$ cat config.mk
export PLATFORM = sky130hd
export DESIGN_NAME = lru_cell
export DESIGN_NICKNAME = d
export VERILOG_FILES = /design/src/rtl/lru_pkg.sv /design/src/rtl/lru_cell.sv
export SDC_FILE = /design/constraint.sdc
export NUM_CORES = 1
export LEC_CHECK = 0
export BUFFER_PORTS_ARGS = -buffer_cell sky130_fd_sc_hd__buf_2
export CELL_PAD_IN_SITES_DETAIL_PLACEMENT = 1
export CELL_PAD_IN_SITES_GLOBAL_PLACEMENT = 1
export CORE_AREA = 2 2 73 109
export CTS_CLUSTER_SIZE = 25
export DETAILED_ROUTE_END_ITERATION = 10
export DIE_AREA = 0 0 75 111
export PLACE_DENSITY = 0.75
export SLEW_MARGIN = 25
export SYNTH_ARGS = -nofsm -noshare
export SYNTH_HDL_FRONTEND = slang
export SYNTH_SLANG_ARGS = --single-unit
$ cat constraint.sdc
create_clock -name clk_i -period 2 [get_ports clk_i]
set_clock_uncertainty 0.2 [all_clocks]
set_input_delay 0.4 -clock clk_i [delete_from_list [all_inputs] [get_ports clk_i]]
set_output_delay 0.4 -clock clk_i [all_outputs]
set_load 0.02 [all_outputs]
$ cat src/rtl/lru_pkg.sv
// ----------------------------------------------------------------------------
// LRU cache policy package
// Shared types, action codes and constants for the block cache policy core.
// ----------------------------------------------------------------------------
package lru_pkg;

  // Number of cache slots; the slot fields below are sized for it.
  localparam int ENTRIES = 64;

  typedef enum logic [1:0] {
    ACT_READ  = 2'd0,
    ACT_WRITE = 2'd1,
    ACT_FLUSH = 2'd2,
    ACT_NONE  = 2'd3
  } action_e;

  typedef struct packed {
    logic [1:0]  action;
    logic [9:0]  file_id;
    logic [31:0] block_number;
  } in_word_t;

  typedef struct packed {
    logic        hit;
    logic [5:0]  slot;
    logic        fill_needed;
    logic        writeback_valid;
    logic [9:0]  writeback_file;
    logic [31:0] writeback_block;
    logic [5:0]  writeback_slot;
    logic        last;
    logic [31:0] hits_total;
    logic [31:0] misses_total;
  } out_word_t;

  typedef enum logic [2:0] {
    ST_IDLE,
    ST_LOOKUP,
    ST_UPDATE,
    ST_FLUSH,
    ST_EMIT
  } state_e;

  // Command broadcast from the controller to every cell.
  typedef struct packed {
    logic hit_upd;   // promote the hit cell, age younger ones
    logic install;   // install key in the chosen cell, age all others
    logic evict;     // reserved; the cells do not act on this bit
    logic set_dirty; // mark touched cell dirty
    logic clr_dirty; // clear dirty mark of the flush-selected cell
  } cell_cmd_t;

endpackage

$ cat src/rtl/lru_cell.sv
// ----------------------------------------------------------------------------
// LRU cache slot cell
// Holds one slot: key, valid, dirty and recency rank. Compares its key
// against the broadcast key and ages itself on recency updates.
// ----------------------------------------------------------------------------
module lru_cell import lru_pkg::*; #(
  parameter int FileBits  = 10,
  parameter int BlockBits = 32,
  parameter int RankBits  = 6
) (
  input  logic                 clk_i,
  input  logic                 rst_ni,
  input  logic [FileBits-1:0]  file_i,
  input  logic [BlockBits-1:0] block_i,
  input  cell_cmd_t            cmd_i,
  input  logic                 sel_i,      // this cell is the target
  input  logic [RankBits-1:0]  ref_rank_i, // rank of the hit cell
  output logic                 valid_o,
  output logic                 dirty_o,
  output logic                 match_o,
  output logic                 fmatch_o,
  output logic [RankBits-1:0]  rank_o,
  output logic [FileBits-1:0]  file_o,
  output logic [BlockBits-1:0] block_o
);

  logic                 valid_q, dirty_q;
  logic [RankBits-1:0]  rank_q;
  logic [FileBits-1:0]  file_q;
  logic [BlockBits-1:0] block_q;

  assign valid_o  = valid_q;
  assign dirty_o  = dirty_q;
  assign rank_o   = rank_q;
  assign file_o   = file_q;
  assign block_o  = block_q;
  assign fmatch_o = valid_q && (file_q == file_i);
  assign match_o  = fmatch_o && (block_q == block_i);

  // Update control state
  always_ff @(posedge clk_i or negedge rst_ni) begin
    if (!rst_ni) begin
      valid_q <= 1'b0;
      dirty_q <= 1'b0;
      rank_q  <= '0;
    end else begin
      if (cmd_i.hit_upd) begin
        if (sel_i) begin
          rank_q <= '0;
          if (cmd_i.set_dirty) dirty_q <= 1'b1;
        end else if (valid_q && rank_q < ref_rank_i) begin
          rank_q <= rank_q + 1'b1;
        end
      end else if (cmd_i.install) begin
        if (sel_i) begin
          valid_q <= 1'b1;
          dirty_q <= cmd_i.set_dirty;
          rank_q  <= '0;
        end else if (valid_q) begin
          rank_q <= rank_q + 1'b1;
        end
      end else if (cmd_i.clr_dirty && sel_i) begin
        dirty_q <= 1'b0;
      end
    end
  end

  // Load key on install
  always_ff @(posedge clk_i) begin
    if (cmd_i.install && sel_i) begin
      file_q  <= file_i;
      block_q <= block_i;
    end
  end

endmodule

=== Word-level counts from Yosys, hierarchy flattened ===
Cells that the tools add are included.
Widths: inputs -> output; s select.

* Muxes and demuxes: 12
* Multipliers: 0
* Magnitude comparators: 1
* $add $sub $neg: 1
* Eq/ne operators: 6
* Divide/modulo/power cells: 0
* Shift-type cells: 0
* Bitwise operators: 1
* Reduce and logical (&&, ||, !) cells: 11

{| class="wikitable"
|+ Operator list
! operator !! number
|-
| $mux 6 || 6
|-
| $eq 32x32->1 || 1
|-
| $eq 10x10->1 || 1
|-
| $add 6x1->6 const B || 1
|-
| $lt 6x6->1 || 1
|-
| $mux 1 || 6
|-
| $reduce_and 3->1 || 2
|-
| $reduce_bool 3->1 || 2
|-
| $logic_and 1x1->1 || 5
|-
| $ne 2x1->1 const B || 2
|-
| $reduce_and 4->1 || 1
|-
| $ne 3x1->1 const B || 1
|-
| $ne 2x2->1 const B || 1
|-
| $reduce_bool 2->1 || 1
|-
| $not 1->1 || 1
|}

* Flip-flop bits (word level): 50
* Word-level logic and storage cells: 37
* Bits in read-only memories: 0
* Bits in latches: 0
* Memories kept: 0
* Input bits: 56
* RAM bits: 0

=== Logic depth before layout (Yosys ltp) ===
Gate-level depths: netlist of the first run.

* Depth in word-level cells: 5
* Mapped depth: 6
* Mapped depth without buffers: 6

=== Least setup slack after synthesis of the first run ===
OpenSTA, ideal clock, no wires.

* Kind: register to output
* Start: register file_q[3] (netlist: file_o[3])
* End: output port match_o
* Path slack: -0.264 ns
* Buffers on the path: 0
* Cell stages (with the launch flop): 5
* Arrival time: 1.664 ns
* Path through: edfxtp_1 xnor2_1 nand4_1 nor3_1 and3_1

* Cells in the longest elaborated chain, start to end: 3

{| class="wikitable"
|+ Ends and longest elaborated chain
! element !! RTL line !! source
|-
| from (decl) || lru_cell.sv:29 || <nowiki>logic [FileBits-1:0] file_q;</nowiki>
|-
| from (signal assigned) || lru_cell.sv:71 || <nowiki>file_q <= file_i;</nowiki>
|-
| $eq 10x10->1 || lru_cell.sv:37 || <nowiki>assign fmatch_o = valid_q && (file_q == file_i);</nowiki>
|-
| $logic_and 1x1->1 || lru_cell.sv:37 ||
|-
| named net fmatch_o || lru_cell.sv:21 || <nowiki>output logic fmatch_o,</nowiki>
|-
| $logic_and 1x1->1 || lru_cell.sv:38 || <nowiki>assign match_o = fmatch_o && (block_q == block_i);</nowiki>
|-
| to (decl) || lru_cell.sv:20 || <nowiki>output logic match_o,</nowiki>
|}

The timed path passes the listed nets, and every way through them passes these cells.

=== Final worst setup path of the first run ===
* Start: register block_q[0] (netlist: block_o[0])
* End: output port match_o

* Cells in the longest elaborated chain, start to end: 2

{| class="wikitable"
|+ Ends and longest elaborated chain
! element !! RTL line !! source
|-
| from (decl) || lru_cell.sv:30 || <nowiki>logic [BlockBits-1:0] block_q;</nowiki>
|-
| from (signal assigned) || lru_cell.sv:72 || <nowiki>block_q <= block_i;</nowiki>
|-
| $eq 32x32->1 || lru_cell.sv:38 ||
|-
| $logic_and 1x1->1 || lru_cell.sv:38 ||
|}

No other way between the ends.

==> results of run 1 <==
stage by stage:
stage	hold WS (ns)	setup slack [ns]	area, sq um
floorplan	-0.0956	-0.0640	2400
global placement	0.0649	-0.149	3170
detailed placement	0.0767	-0.280	3170
CTS	0.104	-0.393	3350
global route	0.110	-0.434	3360
finish	0.115	-0.335	3360
power by group:
group	switching (mW)	leakage [nW]	internal (mW)
Clock	0.363	0.0619	0.457
Sequential	0.0582	0.489	1.22
Combinational	0.288	0.810	0.255
final cells by class:
type	instances	area [sq um]	share of cell area [%]
clock buffer	5	125	3.72
clock inverter	2	15.0	0.447
inverter	10	37.5	1.12
multi-input combinational	101	913	27.2
sequential	50	1470	43.7
tap	102	128	3.80
timing repair buffer	122	674	20.1
cells in the mapped netlist (all sizes together), types with 2 or more instances:
cell type | number | area share (%)
a21o | 2 | 0.69
dfrtp | 8 | 8.5
edfxtp | 42 | 53
ha | 6 | 3.2
inv | 10 | 1.6
mux2 | 2 | 1.3
nand3 | 3 | 0.63
nand3b | 2 | 0.63
nand4 | 10 | 2.6
nor2 | 3 | 0.48
nor3 | 4 | 0.85
nor4 | 2 | 0.53
o2111ai | 2 | 1.5
o211ai | 8 | 2.5
or3 | 2 | 0.53
xnor2 | 42 | 16
flip-flops by register name, summed over array words and instances (netlist names):
name / flops
rank_o: 6
valid_o: 1
dirty_o: 1
block_o: 32
file_o: 10
worst max-delay path by stage:
stage	endpoint	slack, ns	cells after the start
final	match_o	-0.34	6
after global routing	match_o	-0.43	6
after CTS	match_o	-0.39	6
after detailed placement	match_o	-0.28	7
after global placement	match_o	-0.15	7
after floorplan	match_o	-0.06	4
logic make-up after synthesis:
logic type                 share of synthesized area (%)
DFF                                                 61.7
xor gates and xnor gates                            15.5
and+or+nand+nor                                     8.61
AOI/OAI and AO/OA                                   7.66
buffers and inverters                               2.06
adders and majority gates                           3.17
muxes                                               1.27
critical path: stages, from the launching register on:
cell and delay, ns:
edfxtp_1 0.41, xnor2_1 0.16, nand4_1 0.14, nor4_2 0.31
buf_4 0.16, and3_1 0.16, buf_6 0.12
what timing repair did:
item                                    in CTS  in global routing
pin swaps                                    3                  2
buffers inserted                             0                  0
hold buffers                                 1                  0
resized for setup                            5                  2
gates cloned                                 0                  0
endpoints found under the hold margin        8                  0
endpoints found under the setup margin       2                  2
cells in the final DEF (no fill, tap or decap), types with 3 or more instances in the layout:
cell type / n
nand4_1: 10
clkbuf_16: 5
buf_4: 15
nor3_1: 3
xnor2_2: 3
ha_1: 5
buf_2: 104
dfrtp_1: 4
dfrtp_2: 4
nand3_1: 3
xnor2_1: 39
inv_1: 10
o211ai_1: 8
edfxtp_1: 42
nor2_1: 3
per-layer routing:
metal  vias up  share of wire [%]  GRT usage [%]
met3         8                6.3           2.64
met2        74                 55           27.1
met5         -                  0              0
li1        854                  -              -
met1       869                 37           16.2
met4         0                1.9           5.36
==> results.sh, run 1 <==
export IMPL_number_of_global_route_vias_before_repair=1949
export IMPL_timing_critical_path_required_ns=1.40
export IMPL_final_min_period_over_clock_period_pct=117
export IMPL_place_detailed_hpwl_um=4760
export IMPL_detail_route_iter0_violations=46
export IMPL_synth_fp_nets=224
export IMPL_filler_cell_count=845
export IMPL_p_leak_nw=1.36
export IMPL_synth_top_flop_cell="edfxtp_1"
export IMPL_grt_max_degree=44
export IMPL_critical_path_peak_fanout=2
export IMPL_worstSetupEndpointType="output pin"
export IMPL_grt_antenna_before_repair=0
export IMPL_post_layout_nonfiller_instances=392
export IMPL_min_delay_path_class="in -> reg"
export IMPL_n_antenna_cell=0
export IMPL_synth_area_sq_um=2370
export IMPL_total_clock_buffers_created_by_cts=5
export IMPL_finalSetupViolCount=2
export IMPL_post_synth_cell_area_avg_sq_um=14.6
export IMPL_maxCapViolations=0
export IMPL_timing_final_ws_setup_ns=-0.335
export IMPL_synth_ff_latch_count=50
export IMPL_final_layout_size_suffix_gt1_share_pct=51.7
export IMPL_core_region_area_sq_um=7470
export IMPL_max_slew_margin_pct=83.5
export IMPL_totalWireLength_um=5950
export IMPL_max_freq_mhz=428
export IMPL_max_slew_worst_pin_slew_ns=0.246
export IMPL_row_count=39
export IMPL_layout_nets=352
export IMPL_initial_utilization_pct=31.7
export IMPL_power_density_over_cell_area_nw_per_um2=786
export IMPL_layout_area_overhead_vs_synth_pct=41.8
export IMPL_synth_enable_flop_cells=42
export IMPL_setup_total_negative_slack_ns=-0.345
export IMPL_timing_startpoint_of_the_critical_path="block_o[0]"
export IMPL_boundaryPins=108
export IMPL_ys_warn_count=0
export IMPL_worst_setup_hold_path_clk_slew_ns=0.07
export IMPL_dieHeight_um=111
export IMPL_timing_critical_path_from_type="register"
export IMPL_die_w_um=75
export IMPL_netlist_cell_type_count=32
export IMPL_synth_sequential_area_ratio_pct=61.7
export IMPL_finalCoreUtilization_pct=45.0
export IMPL_worst_hold_path_num_cells=1
export IMPL_critPathKind="reg -> out"
export IMPL_violations="negative setup slack"
export IMPL_drcViolationCount=0
export IMPL_drt_first_pass_iters=4
export IMPL_route_vias_total=1805
export IMPL_drt_antenna_violating_nets=0
export IMPL_cts_root_buf="clkbuf_16"
export IMPL_synth_async_reset_ratio_pct=16.0
export IMPL_tritoncts="built"
export IMPL_peakVddDrop_mv=0.305
export IMPL_global_router_s_overall_resource_usage_pct=14.8
export IMPL_wire_per_inst_um=15.2
export IMPL_min_to="file_o[2]"
export IMPL_maxSlewViolCount=0
export IMPL_power_mw=2.64
export IMPL_critPathArrivalTime_ns=1.74
export IMPL_insertion_delay_ns=0.28
export IMPL_residual_overflow_from_global_routing=0
export IMPL_regToRegSetupSlack_ns=0.07
export IMPL_cts_sinks=50
export IMPL_synthCells=162
export IMPL_reg2reg_capture_point="rank_o[1]"
export IMPL_outcome="finished with violations"
export IMPL_grt_setup_unrepaired="yes"
export IMPL_largest_buffer_count_on_any_clock_path=2
export IMPL_fp_dieArea_sq_um=8330
export IMPL_port_buffers=106
export IMPL_dp_cells=384
export IMPL_drt_vias_per_instance=4.60
export IMPL_grt_first_pass_wirelength_um=9380
export IMPL_worst_r2r_path_depth=5
export IMPL_routabilityCongestion=0.822
export IMPL_worst_hold_path_startpoint="file_i[2]"
export IMPL_r2r_start="rank_o[1]"
export IMPL_post_route_min_period_ns=2.34
export IMPL_report_final_hold_viol_count=0
export IMPL_cts_h_tree_lvls=2
(Power assumes the default switching activity.)
==> inputs of run 2 (changes only) <==
--- a/config.mk
+++ b/config.mk
@@ -13,6 +13,7 @@
 export DETAILED_ROUTE_END_ITERATION = 10
 export DIE_AREA = 0 0 75 111
 export PLACE_DENSITY = 0.75
+export SETUP_SLACK_MARGIN = 0.4
 export SLEW_MARGIN = 25
 export SYNTH_ARGS = -nofsm -noshare
 export SYNTH_HDL_FRONTEND = slang
==> run 2 against run 1 <==
  * The run still ends with negative setup slack left
  * Fmax is 1.7% higher
  * Design area is 6.4% higher
  * Global-route usage is 0.72 points higher
  * Critical endpoint unchanged
  * Critical path depth stayed put
  * Register-to-register slack worse by 0.02 ns
  * Worst hold slack hardly changed
  * Cell count is 3.1% higher
  * Setup slack better by 0.040 ns
  * Flip-flop and latch count stayed put
  * First-iteration DRC count is 33% higher
  * Die area stayed put
  * Highest routed layer unchanged
  * Sequential power hardly changed
==> results.sh, run 2 (synthesized netlist as in run 1, its figures left out) <==
export IMPL_place_detailed_hpwl_um=4990
export IMPL_grt_antenna_before_repair=0
export IMPL_maxSlewViolCount=0
export IMPL_grt_setup_unrepaired="yes"
export IMPL_die_w_um=75
export IMPL_grt_max_degree=26
export IMPL_critPathArrivalTime_ns=1.70
export IMPL_route_vias_total=1844
export IMPL_drt_antenna_violating_nets=0
export IMPL_busiest_layer="met2"
export IMPL_largest_buffer_count_on_any_clock_path=2
export IMPL_wire_per_inst_um=15.4
export IMPL_crit_path_slowest_cell="edfxtp_1"
export IMPL_cts_root_buf="clkbuf_16"
export IMPL_violations="negative setup slack"
export IMPL_global_route_usage_met2_pct=28.4
export IMPL_port_buffers=106
export IMPL_worst_setup_hold_path_clk_slew_ns=0.06
export IMPL_setup_total_negative_slack_ns=-0.455
export IMPL_clkPwrFrac_pct=32.9
export IMPL_max_slew_margin_pct=78.3
export IMPL_cts_sinks=50
export IMPL_number_of_global_route_vias_before_repair=1963
export IMPL_final_min_period_over_clock_period_pct=115
export IMPL_drcViolationCount=0
export IMPL_dieHeight_um=111
export IMPL_post_layout_nonfiller_instances=404
export IMPL_seq_power_share_pct=44.8
export IMPL_critical_path_peak_fanout=2
export IMPL_global_router_s_overall_resource_usage_pct=15.5
export IMPL_fp_dieArea_sq_um=8330
export IMPL_timing_critical_path_max_delay_family="simple AND/OR/NAND/NOR gates"
export IMPL_worst_path_buf_inv=2
export IMPL_drt_vias_per_instance=4.56
export IMPL_final_common_cell="buf_2"
export IMPL_layout_area_overhead_vs_synth_pct=50.9
export IMPL_cts_h_tree_lvls=2
export IMPL_layout_nets=363
export IMPL_totalWireLength_um=6210
export IMPL_tritoncts="built"
export IMPL_drt_first_pass_iters=4
export IMPL_power_mw=2.85
export IMPL_largest_reg_flops=32
export IMPL_total_clock_buffers_created_by_cts=5
export IMPL_critical_path_cell_list="xnor2_1 > nand4_1 > nor4_1 > buf_4 > and3_4 > buf_6"
export IMPL_switching_power_uw=730
export IMPL_max_freq_mhz=436
export IMPL_finalSetupViolCount=2
export IMPL_grtUsageMet3_pct=3.55
export IMPL_timing_critical_path_required_ns=1.40
export IMPL_gr_usage_met1_pct=16.6
export IMPL_power_density_over_cell_area_nw_per_um2=797
export IMPL_grt_first_pass_wirelength_um=9720
export IMPL_p_int_mw=2.12
export IMPL_routabilityCongestion=0.809
export IMPL_dp_cells=392
export IMPL_insertion_delay_ns=0.28
export IMPL_sw_frac_of_total_pct=25.6
export IMPL_min_delay_path_class="in -> reg"
export IMPL_p_comb_share_pct=22.3
export IMPL_timing_critical_path_from_type="register"
export IMPL_initial_utilization_pct=31.7
export IMPL_row_count=39
export IMPL_n_antenna_cell=0
export IMPL_boundaryPins=108
export IMPL_report_final_hold_viol_count=0
export IMPL_max_slew_worst_pin_slew_ns=0.323
export IMPL_detail_route_iter0_violations=61
export IMPL_core_region_area_sq_um=7470
export IMPL_final_layout_size_suffix_gt1_share_pct=55.0
export IMPL_critPathKind="reg -> out"
export IMPL_timing_final_ws_setup_ns=-0.296
export IMPL_residual_overflow_from_global_routing=0
export IMPL_peakVddDrop_mv=0.418
export IMPL_hold_ws_ns=0.115
export IMPL_post_route_min_period_ns=2.30
export IMPL_maxCapViolations=0
export IMPL_max_stage_delay_ns=0.40
export IMPL_p_leak_nw=1.49
export IMPL_worstSetupEndpointType="output pin"
export IMPL_layout_common_cells="buf_2, edfxtp_1, xnor2_1"
export IMPL_outcome="finished with violations"
-- run 2: routing by layer --
| layer | routed length [um] | vias up |
|---|---|---|
| li1 | - | 875 |
| met1 | 2230 | 890 |
| met2 | 3470 | 70 |
| met3 | 391 | 9 |
| met4 | 112 | 0 |
| met5 | 0 | - |
-- run 2: metrics by stage --
step	setup WS, ns	util, %	area, sq um
CTS	-0.316	46.6	3480
floorplan	-0.00279	-	2410
detailed placement	-0.155	43.4	3240
global placement	-0.164	43.4	3240
finish	-0.296	47.9	3570
global route	-0.387	47.9	3570
-- run 2: power groups by stage --
stage | clock network (mW) | registers, mW | logic [mW]
final | 0.937 | 1.28 | 0.636
after global routing | 1.01 | 1.29 | 0.686
after CTS | 0.975 | 1.28 | 0.606
after detailed placement | 0 | 1.29 | 0.574
after global placement | 0 | 1.29 | 0.552
after floorplan | 0 | 1.39 | 0.216
-- run 2: path summary, 6_finish.rpt --
check | startpoint | end | slack (ns) | depth (start not counted)
worst max-delay path | block_o[0] | match_o | -0.30 | 6
worst min-delay path | block_i[17] | block_o[17] | 0.11 | 1
worst max register to register | rank_o[2] | rank_o[1] | 0.05 | 5
worst min register to register | dirty_o | dirty_o | 0.31 | 1
max in group asynchronous | rst_ni | rank_o[2] | 1.10 | 2
min in group asynchronous | rst_ni | rank_o[4] | 0.30 | 2
-- run 2: final cells by class --
cell class                      count  area, sq um
Fill cell                         824         3890
Inverter                           10         37.5
Timing Repair Buffer              133          815
Tap cell                          102          128
Sequential cell                    50         1470
Clock buffer                        5          125
Multi-Input combinational cell    101          963
Clock inverter                      3         40.0
-- run 2: repair_timing --
action / in CTS / in global routing
endpoints found under the setup margin: 12 / 11
setup buffers: 0 / 3
endpoints found under the hold margin: 8 / 0
hold buffers: 1 / 0
pin swaps: 5 / 4
resized for setup: 16 / 14
-- run 2: worst register-to-register path, stage by stage (launching register included) --
cell     delay (ns)
dfrtp_2        0.43
ha_4           0.22
a211o_4        0.33
a31oi_4        0.19
o21a_4         0.18
mux2_4         0.30
==> inputs of run 3 (changes only) <==
--- a/config.mk
+++ b/config.mk
@@ -13,7 +13,7 @@
 export DETAILED_ROUTE_END_ITERATION = 10
 export DIE_AREA = 0 0 75 111
 export PLACE_DENSITY = 0.75
-export SETUP_SLACK_MARGIN = 0.4
+export SETUP_SLACK_MARGIN = 0.1
 export SLEW_MARGIN = 25
 export SYNTH_ARGS = -nofsm -noshare
 export SYNTH_HDL_FRONTEND = slang
==> run 3 against run 2 <==
  * The run still ends with negative setup slack left
  * Non-clock buffer count fell by 9
  * Critical path depth is the same
  * Die area stayed put
  * Via count fell by 1.5%
  * Flip-flop and latch count unchanged
  * First-iteration DRC count down 15%
  * Global-route usage down 0.69 points
  * Sequential share of layout area is 2.3 points higher
  * Combinational power decreased by 11%
  * Clock power is 12% lower
  * Power fell by 6.8%
  * Largest power group unchanged
==> results.sh, run 3 (synthesized netlist as in run 1, its figures left out) <==
export IMPL_outcome="finished with violations"
export IMPL_violations="negative setup slack"
export IMPL_worst_r2r_path_depth=5
export IMPL_drcViolationCount=0
export IMPL_switching_power_uw=714
export IMPL_global_router_s_overall_resource_usage_pct=14.8
export IMPL_boundaryPins=108
export IMPL_p_int_mw=1.94
export IMPL_finalSetupViolCount=2
export IMPL_drt_first_pass_iters=4
export IMPL_worstSetupEndpointType="output pin"
export IMPL_detail_route_iter0_violations=52
export IMPL_worst_setup_hold_path_clk_slew_ns=0.07
export IMPL_peakVddDrop_mv=0.309
export IMPL_tritoncts="built"
export IMPL_post_layout_nonfiller_instances=394
export IMPL_r2r_start="rank_o[2]"
export IMPL_regToRegSetupSlack_ns=0.08
export IMPL_timing_final_ws_setup_ns=-0.336
export IMPL_routabilityCongestion=0.822
export IMPL_worst_hold_path_startpoint="block_i[9]"
export IMPL_min_delay_path_class="in -> reg"
export IMPL_p_leak_nw=1.37
export IMPL_port_buffers=106
export IMPL_grt_setup_unrepaired="yes"
export IMPL_final_layout_size_suffix_gt1_share_pct=52.1
export IMPL_clkPwrFrac_pct=30.9
export IMPL_power_mw=2.66
export IMPL_final_common_cell="buf_2"
export IMPL_report_final_hold_viol_count=0
export IMPL_critPathArrivalTime_ns=1.74
export IMPL_post_route_min_period_ns=2.34
export IMPL_worst_hold_path_num_cells=1
export IMPL_timing_critical_path_from_type="register"
export IMPL_row_count=39
export IMPL_wire_per_inst_um=15.2
export IMPL_layout_nets=354
export IMPL_p_comb_share_pct=21.3
export IMPL_initial_utilization_pct=31.7
export IMPL_timing_critical_path_required_ns=1.40
export IMPL_layout_area_overhead_vs_synth_pct=42.9
export IMPL_core_region_area_sq_um=7470
export IMPL_final_min_period_over_clock_period_pct=117
export IMPL_critPathKind="reg -> out"
export IMPL_dieHeight_um=111
export IMPL_totalWireLength_um=6000
export IMPL_fp_dieArea_sq_um=8330
export IMPL_dp_cells=384
export IMPL_reg2reg_capture_point="rank_o[1]"
export IMPL_number_of_global_route_vias_before_repair=1950
export IMPL_grt_first_pass_wirelength_um=9380
export IMPL_drt_antenna_violating_nets=0
export IMPL_max_slew_margin_pct=82.2
export IMPL_cts_root_buf="clkbuf_16"
export IMPL_power_density_over_cell_area_nw_per_um2=785
export IMPL_critical_path_peak_fanout=2
export IMPL_grt_max_degree=44
export IMPL_insertion_delay_ns=0.28
export IMPL_cts_sinks=50
export IMPL_min_to="block_o[9]"
export IMPL_route_vias_total=1817
export IMPL_largest_buffer_count_on_any_clock_path=2
export IMPL_maxSlewViolCount=0
export IMPL_largest_reg_flops=32
export IMPL_place_detailed_hpwl_um=4760
export IMPL_seq_power_share_pct=47.8
export IMPL_residual_overflow_from_global_routing=0
export IMPL_total_clock_buffers_created_by_cts=5
export IMPL_sw_frac_of_total_pct=26.9
export IMPL_grt_antenna_before_repair=0
export IMPL_max_freq_mhz=428
export IMPL_max_slew_worst_pin_slew_ns=0.265
export IMPL_die_w_um=75
export IMPL_layout_common_cells="buf_2, edfxtp_1, xnor2_1"
export IMPL_n_antenna_cell=0
export IMPL_cts_h_tree_lvls=2
export IMPL_drt_vias_per_instance=4.61
export IMPL_maxCapViolations=0
export IMPL_timing_startpoint_of_the_critical_path="block_o[0]"
## run 3: cell types whose count changed in the layout (fill, tap and decap cells not counted), sizes merged
cell,delta
clkinv,-2
buf,-9
clkinvlp,+2
bufinv,-1
## run 3: worst max-delay path by stage
stage	to	slack (ns)
after global placement	match_o	-0.15
after global routing	match_o	-0.43
after detailed placement	match_o	-0.28
after CTS	match_o	-0.39
final	match_o	-0.34
after floorplan	match_o	-0.06
## run 3: stage by stage
step                      TNS (ns)  worst slack [ns]  hold WS, ns  util (%)  instance area [sq um]
after floorplan            -0.0700           -0.0640      -0.0956         -                   2400
after global placement      -0.243            -0.149       0.0649      42.5                   3170
after detailed placement    -0.509            -0.280       0.0767      42.5                   3170
after CTS                   -0.429            -0.393        0.104      45.1                   3370
after global routing        -0.547            -0.434        0.110      45.3                   3390
final                       -0.345            -0.336        0.114      45.3                   3390
## run 3: area by class of cell
type,count,area [sq um]
fill,844,4080
sequential,50,1470
multi-input combinational,101,921
timing repair buffer,124,693
tap,102,128
clock buffer,5,125
inverter,10,37.5
clock inverter,2,15.0
## run 3: worst max-delay path: stages (launching register included)
cell	delay (ns)
edfxtp_1	0.41
xnor2_1	0.16
nand4_1	0.14
nor4_2	0.31
buf_4	0.16
and3_1	0.16
buf_6	0.12
## run 3: power by group through the flow
stage | clock network, mW | registers [mW] | logic [mW]
after floorplan | 0 | 1.39 | 0.213
after global placement | 0 | 1.29 | 0.527
after detailed placement | 0 | 1.30 | 0.543
after CTS | 0.858 | 1.27 | 0.572
after global routing | 0.882 | 1.28 | 0.621
final | 0.820 | 1.27 | 0.566
## run 3: per-layer routing
metal,routed length [um],GRT usage [%]
met1,2230,16.3
met2,3280,27.1
met3,379,2.64
met4,115,5.36
met5,0,0
## run 3: what timing repair did
action | 4_1_cts | 5_1_grt
setup buffers | 2 | 0
hold buffers | 1 | 0
pin swaps | 3 | 2
gates resized for setup | 6 | 3
hold endpoints to repair | 8 | 0
setup endpoints to repair | 5 | 6
